## config.mk

```make
export PLATFORM = sky130hd
export DESIGN_NAME = arcsinh_series_evaluator_top
export DESIGN_NICKNAME = d
export VERILOG_FILES = /design/src/rtl/ase_pkg.sv /design/src/rtl/ase_mul.sv /design/src/rtl/ase_div.sv /design/src/rtl/arcsinh_series_evaluator_top.sv
export SDC_FILE = /design/constraint.sdc
export NUM_CORES = 1
export LEC_CHECK = 0
export BUFFER_PORTS_ARGS = -buffer_cell sky130_fd_sc_hd__buf_2
export CORE_MARGIN = 4
export CORE_UTILIZATION = 30
export CTS_CLUSTER_SIZE = 30
export DETAILED_ROUTE_END_ITERATION = 16
export GPL_TIMING_DRIVEN = 0
export HOLD_SLACK_MARGIN = 0.1
export PLACE_DENSITY = 0.55
export SYNTH_ARGS = -nofsm -noshare
export SYNTH_HDL_FRONTEND = slang
export SYNTH_HIERARCHICAL = 1
export SYNTH_SLANG_ARGS = --single-unit
export TNS_END_PERCENT = 50
```

## constraint.sdc

```tcl
create_clock -name clk -period 6.1 [get_ports clk]
set_input_delay 0.61 -clock clk [delete_from_list [all_inputs] [get_ports clk]]
set_output_delay 0.61 -clock clk [all_outputs]
set_load 0.1 [all_outputs]
```

## src/rtl/ase_pkg.sv

```systemverilog
// Shared constants for the arcsinh series evaluator.
// No dependencies.
package ase_pkg;

  localparam int FRAC_BITS = 30;
  localparam int MAX_TERMS = 64;
  localparam int MAG_W     = 31;
  localparam int XW        = 32;
  localparam int CNT_W     = 7;
  localparam int TOL_W     = 31;
  localparam int DIV_W     = $clog2(2 * MAX_TERMS + 2);
  localparam int CFG_IDX_W = 1;

  localparam logic [MAG_W-1:0] ONE_FIX     = MAG_W'(1) << FRAC_BITS;
  localparam logic [TOL_W-1:0] TOL_RESET   = TOL_W'(1024);
  localparam logic [CNT_W-1:0] LIMIT_RESET = CNT_W'(64);

  localparam logic [CFG_IDX_W-1:0] REG_TOLERANCE  = 1'd0;
  localparam logic [CFG_IDX_W-1:0] REG_TERM_LIMIT = 1'd1;

endpackage

```

## src/rtl/ase_mul.sv

```systemverilog
// Bit-serial shift-add multiplier returning (a * b) >> FRAC.
// One multiplier bit per cycle; no package dependency.
module ase_mul #(
  parameter int W    = 31,
  parameter int FRAC = 30
) (
  input  logic         clk,
  input  logic         rst,
  input  logic         start,
  input  logic [W-1:0] a,
  input  logic [W-1:0] b,
  output logic         done,
  output logic [W-1:0] prod
);

  localparam int CW = $clog2(W + 1);

  logic [CW-1:0] cnt;
  logic [W-1:0]  mcand;
  logic [W-1:0]  mplier;
  logic [W:0]    hi;
  logic [W-1:0]  lo;
  logic [W:0]    acc;
  logic [2*W:0]  full;

  assign acc  = hi + (mplier[0] ? {1'b0, mcand} : '0);
  assign full = {hi, lo};
  assign prod = full[FRAC +: W];

  always_ff @(posedge clk) begin
    if (rst) begin
      cnt  <= '0;
      done <= 1'b0;
    end else begin
      done <= 1'b0;
      if (start) begin
        cnt <= CW'(W);
      end else if (cnt != '0) begin
        cnt <= cnt - 1'b1;
        if (cnt == CW'(1)) begin
          done <= 1'b1;
        end
      end
    end
  end

  always_ff @(posedge clk) begin
    if (start) begin
      mcand  <= a;
      mplier <= b;
      hi     <= '0;
    end else if (cnt != '0) begin
      hi     <= {1'b0, acc[W:1]};
      lo     <= {acc[0], lo[W-1:1]};
      mplier <= {1'b0, mplier[W-1:1]};
    end
  end

endmodule

```

## src/rtl/ase_div.sv

```systemverilog
// Bit-serial restoring divider, one quotient bit per cycle.
// Narrow divisor; no package dependency.
module ase_div #(
  parameter int W  = 31,
  parameter int DW = 8
) (
  input  logic          clk,
  input  logic          rst,
  input  logic          start,
  input  logic [W-1:0]  num,
  input  logic [DW-1:0] den,
  output logic          done,
  output logic [W-1:0]  quo
);

  localparam int CW = $clog2(W + 1);

  logic [CW-1:0] cnt;
  logic [DW-1:0] rem;
  logic [DW-1:0] dvs;
  logic [DW:0]   trial;
  logic [DW:0]   diff;
  logic          fits;

  assign trial = {rem, quo[W-1]};
  assign fits  = trial >= {1'b0, dvs};
  assign diff  = trial - {1'b0, dvs};

  always_ff @(posedge clk) begin
    if (rst) begin
      cnt  <= '0;
      done <= 1'b0;
    end else begin
      done <= 1'b0;
      if (start) begin
        cnt <= CW'(W);
      end else if (cnt != '0) begin
        cnt <= cnt - 1'b1;
        if (cnt == CW'(1)) begin
          done <= 1'b1;
        end
      end
    end
  end

  always_ff @(posedge clk) begin
    if (start) begin
      quo <= num;
      rem <= '0;
      dvs <= den;
    end else if (cnt != '0) begin
      rem <= fits ? diff[DW-1:0] : trial[DW-1:0];
      quo <= {quo[W-2:0], fits};
    end
  end

endmodule

```

## src/rtl/arcsinh_series_evaluator_top.sv

```systemverilog
// Arcsinh series evaluator: asinh(x) in Q2.30 by term recurrence.
// Sequence: a serial multiply forms x*x after the accepting edge; then each term takes a start
// state, then a serial multiply and two serial divides.
// One item at a time: busy is high from accept until the done cycle, so the next item
// can be accepted at the end of the done cycle.
// rst is synchronous: tolerance returns to 1024, term_limit to 64, no item pending.
module arcsinh_series_evaluator_top (
  input  logic                            clk,
  input  logic                            rst,
  input  logic                            start,
  output logic                            busy,
  input  logic signed [ase_pkg::XW-1:0]   arg_x,
  input  logic                            cfg_we,
  input  logic [ase_pkg::CFG_IDX_W-1:0]   cfg_index,
  input  logic [ase_pkg::TOL_W-1:0]       cfg_data,
  output logic                            done,
  output logic signed [ase_pkg::XW-1:0]   result_y,
  output logic [ase_pkg::CNT_W-1:0]       terms_used,
  output logic                            limit_hit
);

  localparam int MW = ase_pkg::MAG_W;
  localparam int XW = ase_pkg::XW;
  localparam int NW = ase_pkg::CNT_W;
  localparam int DW = ase_pkg::DIV_W;

  localparam logic [2:0] S_IDLE = 3'd0;
  localparam logic [2:0] S_X2   = 3'd1;
  localparam logic [2:0] S_ITER = 3'd2;
  localparam logic [2:0] S_MULQ = 3'd3;
  localparam logic [2:0] S_CEIL = 3'd4;
  localparam logic [2:0] S_TERM = 3'd5;

  logic [2:0]               state;
  logic [ase_pkg::TOL_W-1:0] tol;
  logic [NW-1:0]            tlim;

  logic          neg;
  logic [MW-1:0] x2;
  logic [MW-1:0] pm;
  logic [MW-1:0] qv;
  logic [XW-1:0] sum;
  logic [NW-1:0] n;
  logic [NW-1:0] limit;

  logic [XW:0]   abs_x;
  logic [MW-1:0] mag_sat;
  logic [XW-1:0] sum_init;
  logic [NW-1:0] lim_sat;
  logic [DW-1:0] two_n;
  logic [DW-1:0] two_n_p1;
  logic [MW-1:0] pm_new;
  logic [XW-1:0] tm_ext;
  logic [XW-1:0] sum_new;
  logic          met;

  logic          mul_start;
  logic [MW-1:0] mul_a;
  logic [MW-1:0] mul_b;
  logic          mul_done;
  logic [MW-1:0] mul_prod;
  logic          div_start;
  logic [MW-1:0] div_num;
  logic [DW-1:0] div_den;
  logic          div_done;
  logic [MW-1:0] div_quo;

  ase_mul #(.W(MW), .FRAC(ase_pkg::FRAC_BITS)) u_mul (
    .clk(clk), .rst(rst), .start(mul_start), .a(mul_a), .b(mul_b),
    .done(mul_done), .prod(mul_prod)
  );

  ase_div #(.W(MW), .DW(DW)) u_div (
    .clk(clk), .rst(rst), .start(div_start), .num(div_num), .den(div_den),
    .done(div_done), .quo(div_quo)
  );

  assign busy = state != S_IDLE;

  // |x| saturated to 1.0
  assign abs_x    = arg_x[XW-1] ? ((XW+1)'(0) - {1'b1, arg_x}) : {1'b0, arg_x};
  assign mag_sat  = (abs_x > (XW+1)'(ase_pkg::ONE_FIX)) ? ase_pkg::ONE_FIX
                                                         : abs_x[MW-1:0];
  assign sum_init = arg_x[XW-1] ? (XW'(0) - XW'(mag_sat)) : XW'(mag_sat);
  assign lim_sat  = (tlim == '0) ? NW'(1)
                  : (tlim > NW'(ase_pkg::MAX_TERMS)) ? NW'(ase_pkg::MAX_TERMS) : tlim;

  assign two_n    = DW'({n, 1'b0});
  assign two_n_p1 = two_n | DW'(1);
  assign pm_new   = qv - div_quo;
  assign tm_ext   = XW'(div_quo);
  assign sum_new  = (neg ^ n[0]) ? (sum - tm_ext) : (sum + tm_ext);
  assign met      = div_quo < tol;

  always_comb begin
    mul_start = 1'b0;
    mul_a     = pm;
    mul_b     = x2;
    div_start = 1'b0;
    div_num   = pm_new;
    div_den   = two_n_p1;
    unique case (state)
      S_IDLE: begin
        if (start) begin
          mul_start = 1'b1;
          mul_a     = mag_sat;
          mul_b     = mag_sat;
        end
      end
      S_ITER: mul_start = 1'b1;
      S_MULQ: begin
        // ceil(q / 2n) as floor((q + 2n - 1) / 2n)
        div_start = mul_done;
        div_num   = mul_prod + MW'(two_n) - MW'(1);
        div_den   = two_n;
      end
      S_CEIL: div_start = div_done;
      S_X2, S_TERM: begin
      end
      default: begin
      end
    endcase
  end

  always_ff @(posedge clk) begin
    if (rst) begin
      state <= S_IDLE;
      done  <= 1'b0;
      tol   <= ase_pkg::TOL_RESET;
      tlim  <= ase_pkg::LIMIT_RESET;
    end else begin
      done <= 1'b0;
      if (cfg_we) begin
        unique case (cfg_index)
          ase_pkg::REG_TOLERANCE:  tol  <= cfg_data;
          ase_pkg::REG_TERM_LIMIT: tlim <= cfg_data[NW-1:0];
          default: begin
          end
        endcase
      end
      unique case (state)
        S_IDLE: if (start) state <= S_X2;
        S_X2:   if (mul_done) state <= S_ITER;
        S_ITER: state <= S_MULQ;
        S_MULQ: if (mul_done) state <= S_CEIL;
        S_CEIL: if (div_done) state <= S_TERM;
        S_TERM: begin
          if (div_done) begin
            if (met || n == limit) begin
              state <= S_IDLE;
              done  <= 1'b1;
            end else begin
              state <= S_ITER;
            end
          end
        end
        default: state <= S_IDLE;
      endcase
    end
  end

  always_ff @(posedge clk) begin
    unique case (state)
      S_IDLE: begin
        if (start) begin
          neg   <= arg_x[XW-1];
          pm    <= mag_sat;
          sum   <= sum_init;
          limit <= lim_sat;
          n     <= '0;
        end
      end
      S_X2:   if (mul_done) x2 <= mul_prod;
      S_ITER: n <= n + 1'b1;
      S_MULQ: if (mul_done) qv <= mul_prod;
      S_CEIL: if (div_done) pm <= pm_new;
      S_TERM: begin
        if (div_done) begin
          sum        <= sum_new;
          result_y   <= sum_new;
          terms_used <= n;
          limit_hit  <= ~met;
        end
      end
      default: begin
      end
    endcase
  end

endmodule

```

==> results_dict.tcl <==
set metrics [dict create \
    p_sw_mw 5.91 \
    synthSimpleGateAreaFrac_pct 17.5 \
    grt_max_degree 41 \
    cts.reportedPaths.clkPinSlew_ns 0.06 \
    cp_data_arrival_time_ns 6.16 \
    seq_power_share_pct 28.5 \
    route.detailed.drc 0 \
    drive_gt1_share_pct 11.3 \
    combPwrFrac_pct 51.3 \
    path_common_cell "clkbuf_1" \
    max-slew-margin-rel_pct 12.8 \
    synth_compound_area_share_pct 18.5 \
    period_share_pct 95.3 \
    totalWireLength_um 87300 \
    netlist_instances 2843 \
    setup_viol 0 \
    cp_slowest_cell "a2111oi_1" \
    wl_per_cell_um 20.9 \
    synthArstFlopShare_pct 0 \
    post_dp_cell_area_mm2 0.0279 \
    area.growth.synth_to_final_pct 13.5 \
    cts-buffers-inserted 46 \
    cp.required_ns 6.44 \
    finish.utilization_pct 34.5 \
    p_sw_share_pct 43.1 \
    synth_area_per_cell_um2 9.13 \
    fmaxAchievable_ghz 0.172 \
    num_rows 107 \
    ff_latch_area_mm2 0.0103 \
    dpl_worst_slack_ns -0.0909 \
    fin_nets 3242 \
    yosysTopAreaCell "edfxtp_1" \
    synth-seq-cells 375 \
    cts_buffer_depth 3 \
    cts_tree "built" \
    synthDistinctLibCells 103 \
    synthFlopType "edfxtp_1" \
    criticalPathCategory "reg -> reg" \
    pwr-share-clk_pct 20.1 \
    num_vias 21800 \
    p_leak_nw 11.5 \
    synth-edff-count 282 \
    tightest_slew_ns 1.31 \
    critPathLaunchType "register" \
    fin_area_mm2 0.0295 \
    synth_top_family_by_area "compound AO/OA/AOI/OAI gates" \
    grtUsageTotal_pct 18.7 \
    cp_slowest_stage_delay_ns 0.65 \
    first_iter_violations 1992 \
    grt_pass1_wl_um 130000 \
    vias_per_cell 5.21 \
    place_congestion 0.977 \
    grt_pass1_vias 20700 \
    cp_max_fo 10 \
    synth_area_leaders "edfxtp_1, ha_1, dfxtp_1" \
    status "finished, final reports clean" \
    die_area_mm2 0.0912 \
    multi_input_area_mm2 0.0143 \
    finalSetupTns_ns 0 \
    drt_first_pass_iters 6 \
    synth_seq_area_share_pct 39.8 \
    irDropWorstVdd_uv 214 \
    cap_violations 0 \
    grt.overflow.total 0 \
    antenna_found_initial 5 \
    synth_fa_ha_area_share_pct 8.87 \
    synth_xor_area_share_pct 6.65 \
    die_height_um 302 \
    clk_latency_ns 0.60 \
    syn_nets 3092 \
    fin_ws_ns 0.286 \
    hold_viol 0 \
    die_w_um 302 \
    fin_skew_ns 0.0170 \
    start_util_pct 30.4 \
    finalCriticalPeriod_ns 5.81 \
    ios 110 \
    power_density_mw_per_mm2 465 \
    yosys_warnings 6 \
    coreArea_mm2 0.0854 \
    synth_top_area_share_pct 32.6 \
    hpwl_um 69400 \
    end_kind "register" \
    htree_levels 2 \
    cts_sinks 375 \
    portBuffers 98 \
    ant_nets 0 \
    maxSlewViolCount 0 \
    synth_mux_area_share_pct 3.41 \
    cts_root_buf "clkbuf_16" \
    synth_area_mm2 0.0259 \
    fin_hold_ws_ns 0.243 \
    hold_class "in -> reg" \
    rsz0062_at_grt "no" \
    crit_chain "clkbuf_1 -> xor2_2 -> clkbuf_1 -> nor2_1 -> xnor2_1 -> ha_1 -> o21a_1 -> o31ai_1 -> a21oi_1 -> a41o_1 -> a21o_1 -> a2111oi_1 -> nor4_1 -> o311a_1 -> or3_1 -> a31o_2" \
    p_int_mw 7.79 \
    fill_cells 8973 \
]
cell usage after synthesis, types with 30 or more instances:
| cell type | number |
|---|---|
| xnor2_1 | 115 |
| mux2_2 | 67 |
| edfxtp_1 | 282 |
| buf_4 | 30 |
| a21oi_1 | 219 |
| nor2_1 | 181 |
| nand2_1 | 349 |
| ha_1 | 176 |
| inv_1 | 170 |
| xor2_1 | 82 |
| nor2b_1 | 32 |
| a31oi_1 | 32 |
| and2_1 | 52 |
| nand3_1 | 60 |
| nor3_1 | 90 |
| dfxtp_1 | 93 |
| o21ai_0 | 147 |
| a21o_1 | 79 |
| clkbuf_1 | 102 |
| a211oi_1 | 37 |
area by class of cell:
cell class | count | share of cell area [%]
multi-input combinational | 2141 | 48.4
sequential | 375 | 35.1
tap | 1144 | 4.86
clock buffer | 54 | 4.01
buffer | 156 | 2.52
inverter | 171 | 2.18
timing repair buffer | 102 | 1.89
clock inverter | 32 | 1.08
antenna | 3 | 0.0255
worst max-delay path, delay by kind of cell, from the launching register on:
family	cells	cell delay, ns
flops	1	0.44
buf+inv	2	0.92
simple gates	3	0.60
xor+xnor	2	0.86
fa+ha+maj	1	0.33
compound gates	8	2.40
logic make-up after synthesis:
logic type / after synthesis
AOI/OAI and AO/OA: 743
xor gates and xnor gates: 197
adders and majority gates: 181
buffers and inverters: 327
DFF: 375
muxes: 80
and+or+nand+nor: 940
worst paths after layout:
| kind | start | end | slack, ns | depth (start not counted) |
|---|---|---|---|---|
| worst max-delay path | n[0] | sum[31] | 0.29 | 16 |
| worst min-delay path | cfg_data[10] | tol[10] | 0.24 | 2 |
| worst max register to register | n[0] | sum[31] | 0.29 | 16 |
| worst min register to register | tol[20] | tol[20] | 0.45 | 2 |
power by group through the flow:
stage	clock network, mW	logic (mW)	registers [mW]
3_5_place_dp	0	6.91	3.95
2_1_floorplan	0	5.03	3.75
6_report	2.76	7.04	3.91
5_1_grt	2.92	7.76	3.96
4_1_cts	2.82	6.97	3.90
3_3_place_gp	0	6.91	3.94
layer usage:
metal	global-route usage [%]	routed length (um)
met5	0	0
met1	26.5	40400
met4	6.45	3320
met2	29.4	38500
met3	2.48	5030
metrics by stage:
step | std cells | power (mW)
final | 4178 | 13.7
after floorplan | 2843 | 8.78
after global placement | 4085 | 10.9
after global routing | 4175 | 14.6
after CTS | 4175 | 13.7
after detailed placement | 4089 | 10.9
flip-flops by register name (all words and copies together) (netlist names), 7 cells and up:
name / flops
result_y: 32
sum: 32
pm: 31
qv: 31
tol: 31
u_div/quo: 31
u_mul/hi: 31
u_mul/mcand: 31
u_mul/mplier: 31
x2: 31
u_div/dvs: 8
u_div/rem: 8
limit: 7
n: 7
terms_used: 7
tlim: 7
repair_timing:
| item | in CTS | in global routing |
|---|---|---|
| hold buffers | 0 | 0 |
| buffers inserted | 0 | 0 |
| hold endpoints to repair | 0 | 0 |
| endpoints found under the setup margin | 2 | 4 |
| gates resized for setup | 1 | 3 |
cells in the final DEF, fill, tap and decap left out, types with 89 or more instances in the layout:
master	Yosys	routed
dfxtp_1	93	93
nor2_1	181	181
nand2_1	349	347
inv_1	170	169
edfxtp_1	282	282
xnor2_1	115	115
a21oi_1	219	219
nor3_1	90	89
clkbuf_1	102	109
ha_1	176	176
buf_2	16	114
o21ai_0	147	147
Power figures use the tool's default switching activity.
